`config.mk`:
```
export PLATFORM = sky130hd
export DESIGN_NAME = fhhl_mul
export DESIGN_NICKNAME = d
export VERILOG_FILES = /design/src/rtl/fhhl_pkg.sv /design/src/rtl/fhhl_mul.sv
export SDC_FILE = /design/constraint.sdc
export NUM_CORES = 2
export LEC_CHECK = 0
export CORE_MARGIN = 3
export CORE_UTILIZATION = 60
export CTS_CLUSTER_DIAMETER = 50
export DETAILED_ROUTE_END_ITERATION = 16
export DONT_BUFFER_PORTS = 1
export GPL_ROUTABILITY_DRIVEN = 0
export MAX_ROUTING_LAYER = met4
export PLACE_DENSITY = 0.76
export SLEW_MARGIN = 20
export SYNTH_ARGS = -nofsm -noshare
export SYNTH_HDL_FRONTEND = slang
export SYNTH_SLANG_ARGS = --single-unit
```
`constraint.sdc`:
```
create_clock -name aclk -period 10.15 [get_ports aclk]
set_input_delay 0 -clock aclk [delete_from_list [all_inputs] [get_ports aclk]]
set_output_delay 0 -clock aclk [all_outputs]
set_load 0.01 [all_outputs]
```
`src/rtl/fhhl_pkg.sv`:
```
// Shared types, codes and helpers for the floating-horizon hidden-line core.
// No dependencies.
package fhhl_pkg;

    localparam int HGT_W   = 32;
    localparam int IDX_W   = 17;   // signed column index / touched range
    localparam int COL_W   = 14;   // unsigned column compare width
    localparam int MUL_W   = 33;
    localparam int PROD_W  = 66;
    localparam int DVD_W   = 67;
    localparam int DVS_W   = 33;
    localparam int Q_W     = 68;
    localparam int WIDE_W  = 70;
    localparam int NREG    = 8;
    localparam int CFG_IDX_W = 4;

    typedef logic [1:0] flag_t;
    localparam flag_t FLAG_OLD   = 2'd0;
    localparam flag_t FLAG_NEW   = 2'd1;
    localparam flag_t FLAG_NEVER = 2'd2;

    typedef logic [2:0] mode_t;
    localparam mode_t MODE_CLEAR  = 3'd0;
    localparam mode_t MODE_START  = 3'd1;
    localparam mode_t MODE_DRAW   = 3'd2;
    localparam mode_t MODE_READ   = 3'd3;
    localparam mode_t MODE_COMMIT = 3'd4;

    localparam int REG_CXX = 0;
    localparam int REG_CXY = 1;
    localparam int REG_CXZ = 2;
    localparam int REG_CYX = 3;
    localparam int REG_CYY = 4;
    localparam int REG_CYZ = 5;
    localparam int REG_OFX = 6;
    localparam int REG_OFY = 7;

    typedef struct packed {
        flag_t                    flag;
        logic signed [HGT_W-1:0]  height;
    } hz_entry_t;

    // saturate a wide signed value to 32 bits
    function automatic logic signed [HGT_W-1:0] sat32(input logic signed [WIDE_W-1:0] v);
        logic [WIDE_W-HGT_W:0] top;
        top = v[WIDE_W-1:HGT_W-1];
        if ((top == '0) || (top == '1)) begin
            return v[HGT_W-1:0];
        end else if (v[WIDE_W-1]) begin
            return 32'sh8000_0000;
        end else begin
            return 32'sh7FFF_FFFF;
        end
    endfunction

endpackage

```
`src/rtl/fhhl_mul.sv`:
```
// Registered signed multiplier shared by projection and slope setup.
// Depends on fhhl_pkg.
module fhhl_mul
    import fhhl_pkg::*;
(
    input  logic                     aclk,
    input  logic signed [MUL_W-1:0]  a,
    input  logic signed [MUL_W-1:0]  b,
    output logic signed [PROD_W-1:0] prod
);

    logic signed [PROD_W-1:0] prod_reg;

    always_ff @(posedge aclk) begin
        prod_reg <= a * b;
    end

    assign prod = prod_reg;

endmodule

```
# Word level (Yosys, flattened, before mapping)
# Cells that the tools add are included.
# classes
n_mul,1
# op_table
op,n
$mul A33 B33 Y66,1
# totals
register_bits,66
input_bits,67
wordCells,2

# Longest topological paths before layout
# depth
ltp_word,1
depth_mapped,27

# Worst setup path after synthesis
# Ideal clock, no wire load.
# synth_path
path_type,input to register
from,input port a[32]
to,register prod_reg[62] (netlist: prod[62])
setup_time_ps,79
t_arrival_ps,7157
t_required_ps,10071
setup_slack_ps,2914
stages,23
path_buffers,2
path_cell_list,clkbuf_1 -> nand2_1 -> inv_1 -> fa_1 -> fa_1 -> fa_1 -> fa_1 -> fa_1 -> fa_1 -> fa_1 -> inv_1 -> fa_1 -> inv_1 -> ha_1 -> clkbuf_1 -> and3_1 -> nand3_1 -> nand2b_1 -> a2111oi_4 -> a211oi_4 -> a21o_2 -> a21o_1 -> a211oi_2
# synth_via
elab_chain_len,1
# synth_rtl
element,line,rtl
from (decl),fhhl_mul.sv:7,"input logic signed [MUL_W-1:0] a,"
$mul A33 B33 Y66,fhhl_mul.sv:15,prod_reg <= a * b;
to (signal assigned),fhhl_mul.sv:15,
to (decl),fhhl_mul.sv:12,logic signed [PROD_W-1:0] prod_reg;
# Every way passes these cells.

# Final worst setup path
# layout_path
from,input port b[0]
to,register prod_reg[64] (netlist: prod[64])
# layout_via
elab_chain_len,1
# layout_rtl
element,line,rtl
from (decl),fhhl_mul.sv:8,"input logic signed [MUL_W-1:0] b,"
$mul A33 B33 Y66,fhhl_mul.sv:15,
# Every way passes these cells.

==> results.txt <==
The run finished with clean final reports. The share of async-settable or async-resettable flops after synthesis was 0%; the count of different cell masters after synthesis was 80. For the cell count after synthesis, the log shows 4338.

Once the clock tree was built, the setup fixing pass inserted 0 buffers. After the last flow step, the layout net total stands at 5565. The synthesized area divided by synthesized cell count is 9.39 um^2. TritonCTS built the clock tree. At the pin with the least slew margin, the transition time is 1.23 ns. Sorting the synthesized cells by area gives the leading types as sky130_fd_sc_hd__fa_1 (56%), sky130_fd_sc_hd__inv_1 (10%), sky130_fd_sc_hd__and2_1 (8.6%). The tools report the wire length of the first global-routing pass as 175 mm.

The die is 267 um tall. Once detailed placement completed, the half-perimeter wirelength came to 84.3 mm. Summing all flip-flop and latch instances after layout gives 1320 um^2. For the number of CTS-inserted buffers, the log shows 9.

For the initial standard-cell utilization of the core, the log shows 61.3%. The remaining design rule violation count is 0, and the count of TritonRoute iterations in the first routing pass is 6. For the number of endpoints failing setup at the final stage, the log shows 0. The number of flip-flops in the largest register works out to 66. The number of vias per cell is 5.68, and the proportion of synthesized chip area in sequential cells is 3.24%. Clock-pin slew was measured on the worst setup and hold paths at 0.06 ns. For the maximum buffer depth of the clock tree, the log shows 2.

The initial antenna violation count is 3. For the overall routing resource usage, the log shows 33.3%. The endpoint class of the critical path is a register. The floorplan step set the die width to 267 um. The count of buffers from port buffering was 0; the flip-flop and latch count after synthesis was 66. After detailed placement, the design holds a cell count of 4984. For the core area, the log shows 66500 um^2. The root buffer cell was sky130_fd_sc_hd__clkbuf_16. Measured against its own limit, the worst slew margin works out to 17.2%. The tools report the DRC marker count from the first detailed-route iteration as 1796. Data on the critical path arrives at its endpoint at 8.28 ns. The run gives 0 as the final number of hold-violating endpoints.

The cell taking the most area after synthesis is sky130_fd_sc_hd__fa_1. Max-cap violations in this run came to 0. For this run the aggregate overflow at the end of global routing stands at 0. The run gives 0 as the warning count from the yosys run. The worst setup path is of the in2reg kind. Fraction of final layout cells with drive strength greater than 1: 1.35%.

The tools report the layout filler cell count as 5470. The path class of the lowest-slack min-delay path was in2reg. In this run the worst path has a maximum fanout of 32. The tools report the final instance count without filler cells as 5011. The clock tree synthesis step divided the H-tree into 3 levels. The multi-input combinational cells in the finished layout cover a total of 34300 um^2. Static timing analysis puts the maximum clock frequency at 125 MHz. The average wire per cell in the routed design is 21.3 um, and the area growth from synthesis to layout is 1.73%.

The number of nets with antenna violations after detailed routing is 0. At the worst endpoint, the required time is 10.42 ns. The tools report the final number of max-transition violations as 0.

The commonest register cell after synthesis is sky130_fd_sc_hd__dfxtp_1. Of the available clock period, the critical path in the final layout requires 78.9%. Setup repair after global routing left no endpoint under its margin.

Clock tree synthesis found a total of 66 sinks. Along the worst hold path, the cell count comes to 3. In this run, post-CTS repair resized a total of 0 instances. The final critical-path required period was 8.01 ns; the number of enable-type register cells in the synthesized netlist was 0. The top cell type by area accounts for 56.3% of the synthesized area.

The floorplan has 94 rows. Number of global-route vias before repair: 32100. The tools report the pin count of the biggest net entering global routing as 34.

The routed layout has 28500 vias. The worst setup path is launched from a primary input. The synthesized area is 40700 um^2, and the wire length reported by the detailed router is 107 mm.

The die covers 71100 um^2. Net count of the mapped netlist: 5767. For the final routed database, the setup TNS stands at 0 ns.

For this design the top-level I/O count stands at 133.
[stage by stage]
stage / utilization (%) / hold WS [ns] / setup WS, ns / cell area (um^2)
after floorplan: - / 0.127 / 2.91 / 40700
after global placement: 61.7 / 0.130 / 2.17 / 41000
after detailed placement: 61.7 / 0.149 / 2.10 / 41000
after CTS: 62.3 / 0.00621 / 2.46 / 41400
after global routing: 62.3 / 0.0507 / 2.02 / 41400
final: 62.4 / 0.0144 / 2.14 / 41400
[routing by layer]
| layer | track usage [%] | part of all wire, % |
|---|---|---|
| met5 | - | 0 |
| met4 | 16.0 | 5.8 |
| met3 | 7.13 | 8.6 |
| met2 | 54.7 | 50 |
| met1 | 39.4 | 36 |
[cells in the final DEF (no fill, tap or decap), types with 4 or more instances in the layout]
cell	count
sky130_fd_sc_hd__xnor2_1	43
sky130_fd_sc_hd__nand2_1	551
sky130_fd_sc_hd__nor3_1	7
sky130_fd_sc_hd__nor2_1	68
sky130_fd_sc_hd__a31oi_1	8
sky130_fd_sc_hd__xor2_1	25
sky130_fd_sc_hd__a211oi_1	7
sky130_fd_sc_hd__o21a_1	6
sky130_fd_sc_hd__diode_2	6
sky130_fd_sc_hd__bufinv_16	4
sky130_fd_sc_hd__clkbuf_16	9
sky130_fd_sc_hd__o21bai_1	11
sky130_fd_sc_hd__ha_1	217
sky130_fd_sc_hd__nand4_1	11
sky130_fd_sc_hd__dlygate4sd3_1	5
sky130_fd_sc_hd__fa_1	1145
sky130_fd_sc_hd__o211ai_1	4
sky130_fd_sc_hd__a21oi_1	57
sky130_fd_sc_hd__a211o_1	6
sky130_fd_sc_hd__a21o_1	36
sky130_fd_sc_hd__nor2b_1	5
sky130_fd_sc_hd__dfxtp_1	66
sky130_fd_sc_hd__inv_1	1131
sky130_fd_sc_hd__o21ai_1	6
sky130_fd_sc_hd__and4_1	5
sky130_fd_sc_hd__and2_1	562
sky130_fd_sc_hd__and3_1	5
sky130_fd_sc_hd__nand3_1	25
sky130_fd_sc_hd__nand2b_1	12
sky130_fd_sc_hd__o21ai_0	25
[worst paths after layout]
check  from               end  slack (ns)
max    b[0]  prod[64]$_DFF_P_        2.14
min    a[1]   prod[2]$_DFF_P_        0.01
[kinds of logic (layout without fill, tap and decap cells)]
kind of cell | count (synthesis) | in the layout | share of synthesized area [%]
other | 0 | 6 | 0
buffers and inverters | 1352 | 1155 | 12.5
AND/OR/NAND/NOR | 1271 | 1271 | 15.8
XOR/XNOR | 68 | 68 | 1.46
AO/OA/AOI/OAI | 219 | 219 | 4.07
flip-flops | 66 | 66 | 3.24
adder cells (fa/ha/maj) | 1362 | 1362 | 62.9
[cell type report]
cell class                      count  share of cell area, %
Multi-Input combinational cell   2920                   82.8
Inverter                         1131                   10.2
Sequential cell                    66                   3.19
Tap cell                          864                   2.61
Clock buffer                       12                  0.643
Clock inverter                      4                  0.290
Timing Repair Buffer                8                  0.175
Antenna cell                        6                 0.0362
[Yosys cell counts (all sizes together), types with 5 or more instances]
library cell,instances
a31oi,9
o21ai,33
a21oi,61
o21a,6
nand3,26
and4,5
buf,13
and3,6
o211ai,5
nor2,68
clkbuf,208
fa,1145
o31ai,7
a21o,38
nor2b,5
dfxtp,66
ha,217
xnor2,43
a211oi,11
nand2b,12
o21bai,11
nor3,7
nand4,12
xor2,25
inv,1131
and2,563
a211o,6
nand2,551
[what timing repair did]
| item | in CTS | in global routing |
|---|---|---|
| setup endpoints to repair | 0 | 0 |
| hold buffers | 5 | 0 |
| endpoints found under the hold margin | 3 | 0 |
[critical path: stages]
cell and delay, ns:
sky130_fd_sc_hd__nand2_1 0.10, sky130_fd_sc_hd__inv_1 0.10, sky130_fd_sc_hd__fa_1 0.59, sky130_fd_sc_hd__fa_1 0.64, sky130_fd_sc_hd__fa_1 0.72, sky130_fd_sc_hd__fa_1 1.30, sky130_fd_sc_hd__fa_1 0.59, sky130_fd_sc_hd__fa_1 0.53
sky130_fd_sc_hd__fa_1 0.50, sky130_fd_sc_hd__inv_1 0.05, sky130_fd_sc_hd__fa_1 0.48, sky130_fd_sc_hd__inv_1 0.04, sky130_fd_sc_hd__ha_1 0.42, sky130_fd_sc_hd__nand4_1 0.18, sky130_fd_sc_hd__nor3_1 0.98, sky130_fd_sc_hd__o311ai_4 0.39
sky130_fd_sc_hd__nand3_2 0.25, sky130_fd_sc_hd__a211oi_1 0.09, sky130_fd_sc_hd__a311oi_1 0.29
Power is left out: the tool's default activity adds up to more than one toggle a clock period on the data nets, which glitch-free logic cannot reach.
