[config.mk]
export PLATFORM = sky130hd
export DESIGN_NAME = fhhl_div
export DESIGN_NICKNAME = d
export VERILOG_FILES = /design/src/rtl/fhhl_pkg.sv /design/src/rtl/fhhl_div.sv
export SDC_FILE = /design/constraint.sdc
export NUM_CORES = 1
export LEC_CHECK = 0
export BUFFER_PORTS_ARGS = -buffer_cell sky130_fd_sc_hd__buf_2
export CAP_MARGIN = 20
export CORE_MARGIN = 1
export CORE_UTILIZATION = 58
export DETAILED_ROUTE_END_ITERATION = 10
export PLACE_DENSITY = 0.93
export SLEW_MARGIN = 20
export SYNTH_ARGS = -nofsm -noshare
export SYNTH_HDL_FRONTEND = slang
export SYNTH_SLANG_ARGS = --single-unit
[constraint.sdc]
create_clock -name aclk -period 5.8 [get_ports aclk]
set_input_delay 0.58 -clock aclk [delete_from_list [all_inputs] [get_ports aclk]]
set_output_delay 0.58 -clock aclk [all_outputs]
set_load 0.1 [all_outputs]
[src/rtl/fhhl_pkg.sv]
// Shared types, codes and helpers for the floating-horizon hidden-line core.
// No dependencies.
package fhhl_pkg;

    localparam int HGT_W   = 32;
    localparam int IDX_W   = 17;   // signed column index / touched range
    localparam int COL_W   = 14;   // unsigned column compare width
    localparam int MUL_W   = 33;
    localparam int PROD_W  = 66;
    localparam int DVD_W   = 67;
    localparam int DVS_W   = 33;
    localparam int Q_W     = 68;
    localparam int WIDE_W  = 70;
    localparam int NREG    = 8;
    localparam int CFG_IDX_W = 4;

    typedef logic [1:0] flag_t;
    localparam flag_t FLAG_OLD   = 2'd0;
    localparam flag_t FLAG_NEW   = 2'd1;
    localparam flag_t FLAG_NEVER = 2'd2;

    typedef logic [2:0] mode_t;
    localparam mode_t MODE_CLEAR  = 3'd0;
    localparam mode_t MODE_START  = 3'd1;
    localparam mode_t MODE_DRAW   = 3'd2;
    localparam mode_t MODE_READ   = 3'd3;
    localparam mode_t MODE_COMMIT = 3'd4;

    localparam int REG_CXX = 0;
    localparam int REG_CXY = 1;
    localparam int REG_CXZ = 2;
    localparam int REG_CYX = 3;
    localparam int REG_CYY = 4;
    localparam int REG_CYZ = 5;
    localparam int REG_OFX = 6;
    localparam int REG_OFY = 7;

    typedef struct packed {
        flag_t                    flag;
        logic signed [HGT_W-1:0]  height;
    } hz_entry_t;

    // saturate a wide signed value to 32 bits
    function automatic logic signed [HGT_W-1:0] sat32(input logic signed [WIDE_W-1:0] v);
        logic [WIDE_W-HGT_W:0] top;
        top = v[WIDE_W-1:HGT_W-1];
        if ((top == '0) || (top == '1)) begin
            return v[HGT_W-1:0];
        end else if (v[WIDE_W-1]) begin
            return 32'sh8000_0000;
        end else begin
            return 32'sh7FFF_FFFF;
        end
    endfunction

endpackage

[src/rtl/fhhl_div.sv]
// Unsigned restoring divider, one quotient bit per cycle.
// Depends on fhhl_pkg.
module fhhl_div
    import fhhl_pkg::*;
(
    input  logic             aclk,
    input  logic             aresetn,
    input  logic             start,
    input  logic [DVD_W-1:0] dividend,
    input  logic [DVS_W-1:0] divisor,
    output logic             done,
    output logic [DVD_W-1:0] quot,
    output logic [DVS_W-1:0] rem
);

    localparam int CNT_W = $clog2(DVD_W + 1);

    logic [CNT_W-1:0] cnt_reg;
    logic             done_reg;
    logic [DVD_W-1:0] quo_reg;
    logic [DVS_W-1:0] rem_reg;
    logic [DVS_W-1:0] dvs_reg;
    logic [DVS_W:0]   shifted;
    logic [DVS_W+1:0] diff;

    assign shifted = {rem_reg, quo_reg[DVD_W-1]};
    assign diff    = {1'b0, shifted} - {2'b00, dvs_reg};

    always_ff @(posedge aclk) begin
        if (!aresetn) begin
            cnt_reg  <= '0;
            done_reg <= 1'b0;
        end else begin
            done_reg <= 1'b0;
            if (start) begin
                cnt_reg <= CNT_W'(DVD_W);
            end else if (cnt_reg != '0) begin
                cnt_reg <= cnt_reg - 1'b1;
                if (cnt_reg == CNT_W'(1)) begin
                    done_reg <= 1'b1;
                end
            end
        end
    end

    always_ff @(posedge aclk) begin
        if (start) begin
            quo_reg <= dividend;
            rem_reg <= '0;
            dvs_reg <= divisor;
        end else if (cnt_reg != '0) begin
            if (!diff[DVS_W+1]) begin
                rem_reg <= diff[DVS_W-1:0];
                quo_reg <= {quo_reg[DVD_W-2:0], 1'b1};
            end else begin
                rem_reg <= shifted[DVS_W-1:0];
                quo_reg <= {quo_reg[DVD_W-2:0], 1'b0};
            end
        end
    end

    assign done = done_reg;
    assign quot = quo_reg;
    assign rem  = rem_reg;

endmodule

# After elaboration in Yosys (flattened, before gate mapping)
# Index checks and enable logic that the tools add are counted.
# op_classes
reduce_logical,4
n_mul,0
shifts,0
n_mux,7
bitwise,2
div_mod_pow,0
eq_ne,1
order_cmp,0
addsub,2
# ops
op,count
$mux W67,2
$sub A34 B33 Y35,1
$mux W33,1
$mux W7,2
$eq A7 B1 Y1 const B,1
$reduce_bool A7 Y1,1
$sub A7 B1 Y7 const B,1
$reduce_or A3 Y1,1
$mux W1,2
$not A1 Y1,2
$reduce_bool A2 Y1,1
$reduce_or A2 Y1,1
# word_totals
wordCells,22
ramBits,0
mem_count,0
latch_bits,0
reg_bits,141
romBits,0
in_bits,103

# Longest topological paths before layout
# depth
depth_word,4
ltp_mapped,15
ltp_nobuf,13

# Worst setup path after synthesis
# OpenSTA, ideal clock, no wires.
# synth_timing
kind,register to register
start,"register quo_reg[66], in the netlist quot[66]"
end,"register quo_reg[0], in the netlist quot[0], data pin"
stages_incl_launch_ff,13
period_less_slack_ns,3.429
setup_ns,0.260
setup_slack_ns,2.371
arrival_time_ns,3.169
path_cell_list,edfxtp_1 -> inv_1 -> ha_1 -> inv_1 -> fa_1 -> a211oi_2 -> nor2_1 -> o311ai_2 -> a21oi_2 -> a211oi_4 -> o21ai_2 -> clkbuf_1 -> mux2_2
# synth_between
elab_chain_cells,4
# synth_rtl
element,line_no,rtl
start: declaration,fhhl_div.sv:20,logic [DVD_W-1:0] quo_reg;
start signal: assignment,fhhl_div.sv:48,quo_reg <= dividend;
start signal: assignment,fhhl_div.sv:54,"quo_reg <= {quo_reg[DVD_W-2:0], 1'b1};"
start signal: assignment,fhhl_div.sv:57,"quo_reg <= {quo_reg[DVD_W-2:0], 1'b0};"
$sub A34 B33 Y35,fhhl_div.sv:27,"assign diff = {1'b0, shifted} - {2'b00, dvs_reg};"
$mux W1,fhhl_div.sv:52,if (!diff[DVS_W+1]) begin
$mux W67,fhhl_div.sv:51,end else if (cnt_reg != '0) begin
$mux W67,fhhl_div.sv:47,if (start) begin
# No other way between the ends. The select of a mux whose other input is x is not followed.
# A chain may end at the register's enable or synchronous reset.

# Final worst setup path
# layout_timing
start,"register quo_reg[66], in the netlist quot[66]"
end,"register rem_reg[29], in the netlist rem[29]"
# layout_between
elab_chain_cells,2
# layout_rtl
element,line_no,rtl
$sub A34 B33 Y35,fhhl_div.sv:27,
$mux W33,fhhl_div.sv:52,
end signal: assignment,fhhl_div.sv:53,rem_reg <= diff[DVS_W-1:0];
end signal: assignment,fhhl_div.sv:56,rem_reg <= shifted[DVS_W-1:0];
end: declaration,fhhl_div.sv:21,logic [DVS_W-1:0] rem_reg;
# No other way between the ends.

==> qor.csv <==
metric,value,unit
minimum clock period,3700,ps
Die Span Y,117,µm
vias in the first global route,6202,
I/O Pins,204,
Final setup viols,0,
Pre-Repair DR Iteration Count,5,
CP Data Arrival Time,4010,ps
first-pass GRT wire length,30800,µm
Filler Cell Count,878,
unrepaired setup endpoints after global routing,false,
Max Root-Sink Buffers,2,
Ys Warns,0,
Rel. slew slack,34.7,%
Multi-input gate area,3550,µm²
worst slew pin tran,979,ps
clock sinks,141,
most frequent cells in the layout,"buf_2 (202), edfxtp_1 (100), nand2_1 (78), mux2_2 (68), nor2_1 (58)",
fmax,270,MHz
placed cell count,1043,
H-tree levels,4,
max_cap viols,0,
crit end category,register,
die area,13800,µm²
Setup TNS,0,ps
post-synth top area share,38.9,%
remaining global-route overflow,0,
CTS Buf Count,17,
initial antenna violation count,0,
routability cong.,0.947,
DP HPWL,13700,µm
"wirelength, routed",19100,µm
post-CTS sizing,0,
share of layout cells above drive strength 1,37.4,%
drt drc,0,
largest net degree at the start of global routing,73,
leakage,4.12,nW
DRT antenna net count,0,
CTS Hold Bufs,0,
Site Rows,41,
"Cell Count, Final, Fillers Out",1075,
worst clock skew,10.0,ps
"Primary FF master, synth",edfxtp_1,
Mapped Nets,841,
max reg flops,67,
Synth area leaders,"edfxtp_1 (39%), dfxtp_1 (11%), mux2_2 (9.9%), ha_1 (5.8%), a311oi_2 (3.9%)",
critical path peak fanout,19,
Layout Nets,1030,
Routed wire per std cell,17.8,µm
"Cell Area, Synth",7710,µm²
"Slew Viols, Final",0,
post-CTS setup buffer count,0,
Synth area leader,edfxtp_1,
post-synthesis sequential area ratio,49.6,%
clock latency on the worst-skew pair,430,ps
"FF+latch count, synth",141,
Power Density,604,nW/µm²
TritonCTS clock tree,built,
gr usage total,28.5,%
Starting DRT DRC Count,484,
CP Class,register to register,
"Largest stage delay, worst path",720,ps
Vias/cell,5.81,
register area,3820,µm²
period utilization,63.8,%
clock slew at reported path FFs,60,ps
CP most frequent cell,inv_1,
critical-path cell list,inv_1 > ha_1 > inv_1 > fa_1 > a211oi_2 > nor2_1 > o311ai_2 > a21oi_2 > a211oi_4 > o21ai_2 > buf_4 > o31ai_1 > a211o_1 > a32o_1,
Avg Inst Size Synth,11.0,µm²
Slowest cell on crit path,o21ai_2,
min-delay worst type,primary input to register,
Synth-to-Final Area Change,21.7,%
"EDFF count, synth",100,
total core area,12800,µm²
PortBufs,203,
Peak VDD IR,0.000370,V
asr flop ratio synth,0,%
initial core utilization,60.4,%
count of different cell masters after synthesis,64,
Critical Path Source Type,register,
outcome,finished clean,
Root Buffer,clkbuf_16,
"most common cell after layout, fill and taps aside",buf_2,
ant diodes,0,
die span in x,117,µm
Critical Path RT,6120,ps
Fin. Hold Viols,0,
Cells after Synth,701,
vias after detailed routing,6249,
## critical path: cells and delay by family, from the launching register on
family | cells | cell delay [ps]
AO/OA/AOI/OAI | 8 | 2040
buffers and inverters | 3 | 490
adder cells (fa/ha/maj) | 2 | 440
flip-flops | 1 | 360
AND/OR/NAND/NOR | 1 | 250
## logic make-up (layout without fill, tap and decap cells)
logic type      after synthesis  after routing  synth area share [%]
compound gates              156            156                  15.9
xor+xnor                     30             30                  3.41
simple gates                187            187                  10.5
buf+inv                      81            283                  4.48
mux                          69             69                  10.1
flops                       141            141                  49.6
fa+ha+maj                    37             37                  6.10
## cell usage after synthesis, types with 2 or more instances
| master | count |
|---|---|
| o2bb2ai_1 | 2 |
| a211oi_2 | 3 |
| buf_6 | 3 |
| dfxtp_1 | 41 |
| a21o_1 | 14 |
| a311oi_2 | 20 |
| xnor2_1 | 20 |
| o311a_1 | 2 |
| o21ai_0 | 15 |
| and2_1 | 5 |
| inv_1 | 43 |
| o21bai_1 | 2 |
| o21a_1 | 8 |
| o31ai_1 | 3 |
| buf_2 | 11 |
| mux2_2 | 68 |
| ha_1 | 36 |
| a31oi_1 | 7 |
| o21ai_1 | 11 |
| a211oi_1 | 6 |
| a21oi_1 | 36 |
| a211o_1 | 3 |
| xor2_1 | 10 |
| nor3_1 | 12 |
| edfxtp_1 | 100 |
| a21boi_0 | 2 |
| a32oi_1 | 2 |
| and3_1 | 4 |
| o211ai_1 | 3 |
| nor2_1 | 58 |
| nand3_1 | 11 |
| o2111ai_1 | 2 |
| clkbuf_1 | 21 |
| nand2_1 | 79 |
| nor2b_1 | 2 |
| a41oi_1 | 2 |
| or3_1 | 2 |
| nand4_1 | 6 |
## metrics by stage
step | setup WS (ps) | hold WS, ps | area, µm² | total power (W) | util [%]
after detailed placement | 2180 | 498 | 8810 | 0.00456 | 68.9
after CTS | 2150 | 317 | 9390 | 0.00565 | 73.5
final | 2100 | 327 | 9390 | 0.00567 | 73.5
after global routing | 1880 | 318 | 9390 | 0.00592 | 73.5
after floorplan | 2370 | 471 | 7710 | 0.00407 | -
after global placement | 1990 | 493 | 8800 | 0.00449 | 68.9
## layer usage
metal / up-vias / wire length, µm / global-route usage [%]
li1: 2955 / - / -
met1: 2964 / 7480 / 33.3
met2: 291 / 9470 / 49.0
met3: 39 / 1610 / 7.83
met4: 0 / 527 / 12.3
met5: - / 0 / 0
## worst paths after layout
path,endpoint,slack [ps],start,cells after the start
hold reg to reg,cnt_reg[5]$_SDFFE_PP0N_,510,cnt_reg[5]$_SDFFE_PP0N_,2
setup / recovery,rem[29]$_SDFFE_PP0N_,2100,quot[66]$_DFFE_PP_,14
hold / removal,dvs_reg[6]$_DFFE_PP_,330,divisor[6],1
setup reg to reg,rem[29]$_SDFFE_PP0N_,2100,quot[66]$_DFFE_PP_,14
## power breakdown
group	switching [W]	internal (W)	leakage (nW)	total, W
clock network	0.000442	0.000646	0.280	0.00109
registers	0.000181	0.00132	1.36	0.00150
logic	0.00232	0.000762	2.48	0.00309
## cell type report
type                    instances  area share, %
clock buffers                  19           4.72
clock inverters                13           1.47
repair buffers                208           11.3
multi-input cells             479           37.8
well taps                     172           2.29
flip-flops and latches        141           40.7
inverters                      43           1.72
No activity file was read; power rests on OpenSTA's default activity.
